===== config.mk =====
export PLATFORM = sky130hd
export DESIGN_NAME = lats_ctrl
export DESIGN_NICKNAME = d
export VERILOG_FILES = /design/src/lats_pkg.sv /design/src/lats_ctrl.sv
export SDC_FILE = /design/constraint.sdc
export NUM_CORES = 1
export LEC_CHECK = 0
export ABC_CLOCK_PERIOD_IN_PS = 3700
export BUFFER_PORTS_ARGS = -buffer_cell sky130_fd_sc_hd__buf_4
export CORE_AREA = 2 2 39 41
export DETAILED_ROUTE_END_ITERATION = 16
export DIE_AREA = 0 0 41 43
export PLACE_DENSITY_LB_ADDON = 0.05
export SYNTH_ARGS = -nofsm -noshare
export SYNTH_HDL_FRONTEND = slang
export SYNTH_SLANG_ARGS = --single-unit
export TNS_END_PERCENT = 10

===== constraint.sdc =====
create_clock -name clk_i -period 3.7 [get_ports clk_i]
set_input_delay 1.11 -clock clk_i [delete_from_list [all_inputs] [get_ports clk_i]]
set_output_delay 1.11 -clock clk_i [all_outputs]
set_load 0.02 [all_outputs]

===== src/lats_pkg.sv =====
// Shared types, codes and constants for the literal activity score table.
package lats_pkg;

  localparam int unsigned VARS_DEF         = 1024;
  localparam int unsigned HALVE_PERIOD_DEF = 256;

  localparam int unsigned LIT_W   = 11;
  localparam int unsigned GAP_W   = 7;
  localparam int unsigned SCORE_W = 32;
  localparam int unsigned CNT_W   = 16;
  localparam int unsigned IN_W    = 24;

  // Reciprocal of 100 for 32-bit operands: q = (s * RECIP_100) >> RECIP_SH
  localparam logic [31:0] RECIP_100 = 32'h51EB_851F;
  localparam int unsigned RECIP_SH  = 37;
  // Reciprocal of 100 for operands below 10000: q = (x * RECIP_SMALL) >> 19
  localparam logic [12:0] RECIP_SMALL = 13'd5243;
  localparam int unsigned RECIP_SMALL_SH = 19;

  localparam logic [1:0] OP_UPDATE    = 2'd0;
  localparam logic [1:0] OP_DECAY     = 2'd1;
  localparam logic [1:0] OP_QUERY     = 2'd2;
  localparam logic [1:0] OP_QUERY_ALT = 2'd3;

  localparam logic [1:0] MODE_OFF   = 2'd0;
  localparam logic [1:0] MODE_DECAY = 2'd1;
  localparam logic [1:0] MODE_HALVE = 2'd2;
  localparam logic [1:0] MODE_AVG   = 2'd3;

  // Per-entry operation carried down the datapath pipe
  typedef enum logic [2:0] {
    K_KEEP,
    K_INC,
    K_AVG,
    K_DECAY,
    K_SCALE,
    K_HALVE
  } kind_e;

  typedef enum logic [2:0] {
    ST_CLEAR,
    ST_IDLE,
    ST_DECIDE,
    ST_SWEEP,
    ST_DRAIN,
    ST_ISSUE,
    ST_WAIT
  } ctrl_state_e;

  typedef struct packed {
    logic load;        // take the accepted request
    logic clr_wr;      // write zero at the pointer, advance
    logic ptr_low;     // load the pointer with the sweep start
    logic sweep_issue; // read the pointer entry into the pipe, advance
    logic lit_issue;   // read the literal's entry into the pipe
  } cmd_t;

  typedef struct packed {
    logic ptr_last;
    logic sweep_go;
    logic pipe_busy;
    logic out_free;
  } sts_t;

endpackage


===== src/lats_ctrl.sv =====
// Sequencer for clearing, table sweeps and literal read-modify-writes.
module lats_ctrl
  import lats_pkg::*;
(
  input  logic clk_i,
  input  logic rst_ni,
  input  logic s_axis_tvalid_i,
  output logic s_axis_tready_o,
  input  sts_t sts_i,
  output cmd_t cmd_o
);

  ctrl_state_e state_q, state_d;

  // Hold state
  always_ff @(posedge clk_i or negedge rst_ni) begin
    if (!rst_ni) begin
      state_q <= ST_CLEAR;
    end else begin
      state_q <= state_d;
    end
  end

  // Next state
  always_comb begin
    state_d = state_q;
    case (state_q)
      ST_CLEAR:  if (sts_i.ptr_last) state_d = ST_IDLE;
      ST_IDLE:   if (s_axis_tvalid_i) state_d = ST_DECIDE;
      ST_DECIDE: state_d = sts_i.sweep_go ? ST_SWEEP : ST_ISSUE;
      ST_SWEEP:  if (sts_i.ptr_last) state_d = ST_DRAIN;
      ST_DRAIN:  if (!sts_i.pipe_busy) state_d = ST_ISSUE;
      ST_ISSUE:  if (sts_i.out_free) state_d = ST_WAIT;
      ST_WAIT:   if (!sts_i.pipe_busy) state_d = ST_IDLE;
      default:   state_d = ST_IDLE;
    endcase
  end

  // Outputs
  always_comb begin
    cmd_o = '0;
    s_axis_tready_o = 1'b0;
    case (state_q)
      ST_CLEAR:  cmd_o.clr_wr = 1'b1;
      ST_IDLE: begin
        s_axis_tready_o = 1'b1;
        cmd_o.load = s_axis_tvalid_i;
      end
      ST_DECIDE: cmd_o.ptr_low = sts_i.sweep_go;
      ST_SWEEP:  cmd_o.sweep_issue = 1'b1;
      ST_ISSUE:  cmd_o.lit_issue = sts_i.out_free;
      default: ;
    endcase
  end

  a_lit_clean: assert property (@(posedge clk_i) disable iff (!rst_ni)
    cmd_o.lit_issue |-> (sts_i.out_free && !sts_i.pipe_busy))
    else $error("literal issued into a busy pipe or full output");

  a_cmd_excl: assert property (@(posedge clk_i) disable iff (!rst_ni)
    $onehot0({cmd_o.load, cmd_o.clr_wr, cmd_o.ptr_low, cmd_o.sweep_issue, cmd_o.lit_issue}))
    else $error("conflicting datapath commands");

  a_accept_decide: assert property (@(posedge clk_i) disable iff (!rst_ni)
    (s_axis_tvalid_i && s_axis_tready_o) |=> (state_q == ST_DECIDE))
    else $error("accepted request not followed by decision");

endmodule


# Word-level counts from Yosys, hierarchy flattened
# Index checks and enable logic that the tools add are counted.
# W data, S select, Z words.
# word_totals
elab_cells	29
in_bits	7
register_bits	3
out_inout_bits	6
# op_classes
n_eq_ne	12
muxes	14
reduce_logical	2
# op_table
cell	count
$mux W3	7
$pmux W3 S7	1
$ne A2 B2 Y1 const B	6
$eq A3 B3 Y1 const B	3
$eq A3 B2 Y1 const B	2
$mux W1	6
$reduce_and A6 Y1	1
$eq A3 B1 Y1 const B	1
$logic_not A3 Y1	1

# Logic depth before layout (Yosys ltp)
# logic_depth
word_depth	3
ltp_mapped	7

# Least setup slack after synthesis
# OpenSTA, ideal clock, no wires.
# synth_path
kind	input port to output port
startpoint	input port sts_i[2] (netlist name)
endpoint	output port cmd_o[2] (netlist name)
setup_slack_ns	0.935
t_arrival_ns	1.655
path_stages	2
required_ns	2.590
path_cell_list	nand2_1 -> nor3_1
# synth_rtl
element	line_no	text
start: declaration	lats_ctrl.sv:9	input sts_t sts_i,
end: declaration	lats_ctrl.sv:10	output cmd_t cmd_o

==> flow_summary.toml <==
[final_layout]
layout_commonest_cell = "buf_4"
final_cell_mix = "buf_4, nand2_1, nor2b_1"
area_growth_pct = 27.80
largest_register = "state_q"
fin_area_sq_um = 471.7
ff_latch_area_sq_um = 75.07
diodes = 0
utilization_pct = 34.09
fillers = 153
final-instance-count-excl-fill = 71
multi_input_area_sq_um = 252.7
largest_registers = "state_q x3"
largest_register_ffs = 3
nNetsFinal = 64
layout-drive-gt1-share_pct = 36.36

[critical_path]
arrival_ns = 1.64
crit_chain = "buf_4, nand2_1, nor3_1, buf_4"
endpoint_kind = "primary output"
critPathSlowestCell = "nor3_1"
worst_path_largest_cell_delay_ns = 0.22
startpoint_type = "input pin"
critical_path_class = "in -> out"
crit_buf_inv = 2
critical-path-top-delay-family = "buffers and inverters"
critPathMostFrequentCell = "buf_4"
r2r_cells = 6
cp_max_fo = 2
required_ns = 2.59
cp.depth = 4

[grt]
grt_pass1_vias = 376
grt_antenna_before_repair = 0
gr-total-overflow = 0
grt_start_max_net_pins = 17
grt_usage_pct = 12.85
grt_pass1_wl_um = 1566

[die]
dieWidth_um = 41
core_area_sq_um = 1384
ios = 13
die_h_um = 43
start_util_pct = 26.67
dieArea_sq_um = 1763
core.rowCount = 14

[power_and_ir_drop]
power_density_nw_per_um2 = 955.8
cell_internal_pwr_mw = 0.2373
clkPwrFrac_pct = 12.3
peakVddDrop_v = 0.0003850
p_comb_share_pct = 63.2
sw_frac_of_total_pct = 47.36
seqPwrFrac_pct = 24.5
p_leak_nw = 0.2214
power_switching_mw = 0.2135

[yosys]
ys_warn_count = 0
synth_edf_count = 0
synth_top_family_by_area = "simple AND/OR/NAND/NOR gates"
synthSimpleGateAreaFrac_pct = 31.86
syn_avg_cell_area_sq_um = 8.788
yosysSeqAreaShare_pct = 20.34
synthArstFlopShare_pct = 100.0
ys.flop_type = "dfrtp_1"
synth_xor_area_share_pct = 0
syn_inst = 42
ys_types = 26
muxShareOfSynthArea_pct = 6.780
synth_adder_area_share_pct = 3.390
synth_compound_area_share_pct = 26.44
yosys_register_bits = 3
syn_area_sq_um = 369.1
syn_nets = 50

[route]
drt_iter0_markers = 4
route.detailed.drc = 0
wl_per_cell_um = 12.68
via_per_inst = 5.085
routed_wl_um = 900
ant_nets = 0
dr.pass1.iters = 2
vias = 361

[timing]
worst_slew_pin_slew_ns = 0.5245
grt_setup_unrepaired = "no"
relSlewSlack_pct = 65.03
fin_setup_tns_ns = 0
fin_crit_sh_pct = 74.45
fin_crit_ns = 2.755
drv_slew = 0
fmaxAchievable_mhz = 363.0
finalHoldViolations = 0
skew_ns = 0.0005937
setup_ws_ns = 0.9454
setup_viol = 0

[place]
port_buffers = 12
placed_area_sq_um = 445.4
place_congestion = 0.7523
dp_slack_ns = 0.9572
place_inst = 67

[clock_tree]
cts_sinks = 3
cts_resized = 0
cts_tree = "built"
clockRootBuffer = "clkbuf_4"
cts.path.max_buffers = 2
htree_levels = 1
holdBufCountCts = 0
clk_pin_slew_worst_paths_ns = 0.03
numCtsBuffers = 3
clk_latency_ns = 0.23
cts_setup_buffers = 0

[flow_run]
max-cap-violations = 0

[run_status]
status = "complete, no violations"

[worst_hold_path]
min_path_type = "in -> async"
==> path summary, 6_finish.rpt <==
path / start / endpoint / slack (ns)
worst max register to register: state_q[1] / state_q[2] / 1.74
worst min-delay path: rst_ni / state_q[1] / 0.66
worst min register to register: state_q[0] / state_q[0] / 0.73
max in group asynchronous: rst_ni / state_q[0] / 2.95
min in group clk_i: state_q[0] / state_q[0] / 0.73
worst max-delay path: sts_i[2] / cmd_o[2] / 0.95
==> power groups by stage <==
stage	registers (mW)	clock network [mW]	logic, mW
2_1_floorplan	0.0643	0	0.280
3_5_place_dp	0.109	0	0.285
6_report	0.110	0.0553	0.285
3_3_place_gp	0.108	0	0.282
4_1_cts	0.110	0.0576	0.287
5_1_grt	0.116	0.0625	0.320
==> Yosys cell counts, types with 2 or more instances <==
master / instances / area, sq um
buf_4: 2 / 15.01
inv_1: 2 / 7.510
nor2_1: 2 / 7.510
nand2_1: 4 / 15.01
nor2b_1: 4 / 25.02
a31oi_1: 3 / 18.77
o21ai_0: 3 / 15.01
dfrtp_1: 3 / 75.07
nor3_1: 2 / 10.01
==> through the flow <==
stage | total power, mW | hold slack, ns
2_1_floorplan | 0.3445 | 0.5871
3_3_place_gp | 0.3900 | 0.7199
6_report | 0.4508 | 0.6625
3_5_place_dp | 0.3944 | 0.7100
5_1_grt | 0.4987 | 0.6508
4_1_cts | 0.4541 | 0.6561
==> area by class of cell <==
class	instances	area share [%]
inverter	2	1.592
tap	16	4.244
clock buffer	4	5.570
multi-input combinational	34	53.58
timing repair buffer	12	19.10
sequential	3	15.92
==> logic make-up (layout without fill, tap and decap cells) <==
| group | after synthesis | count (layout) |
|---|---|---|
| compound gates | 12 | 12 |
| flops | 3 | 3 |
| buf+inv | 5 | 18 |
| simple gates | 19 | 19 |
| mux | 2 | 2 |
| fa+ha+maj | 1 | 1 |
==> worst register-to-register path, cell delays in order (launching register included) <==
cell	delay, ns
dfrtp_1	0.57
inv_1	0.15
ha_1	0.40
nor2b_1	0.10
a32o_1	0.22
a221oi_1	0.31
a31oi_1	0.07
==> routing by layer <==
metal | track usage (%) | vias to the layer above | wire, um | part of all wire, %
met1 | 18.01 | 172 | 408 | 45
met4 | 8.000 | 0 | 0 | 0
li1 | - | 181 | - | -
met2 | 18.44 | 8 | 447 | 50
met3 | 0.5236 | 0 | 43 | 4.8
met5 | 0 | - | 0 | 0
Power figures use the tool's default switching activity.
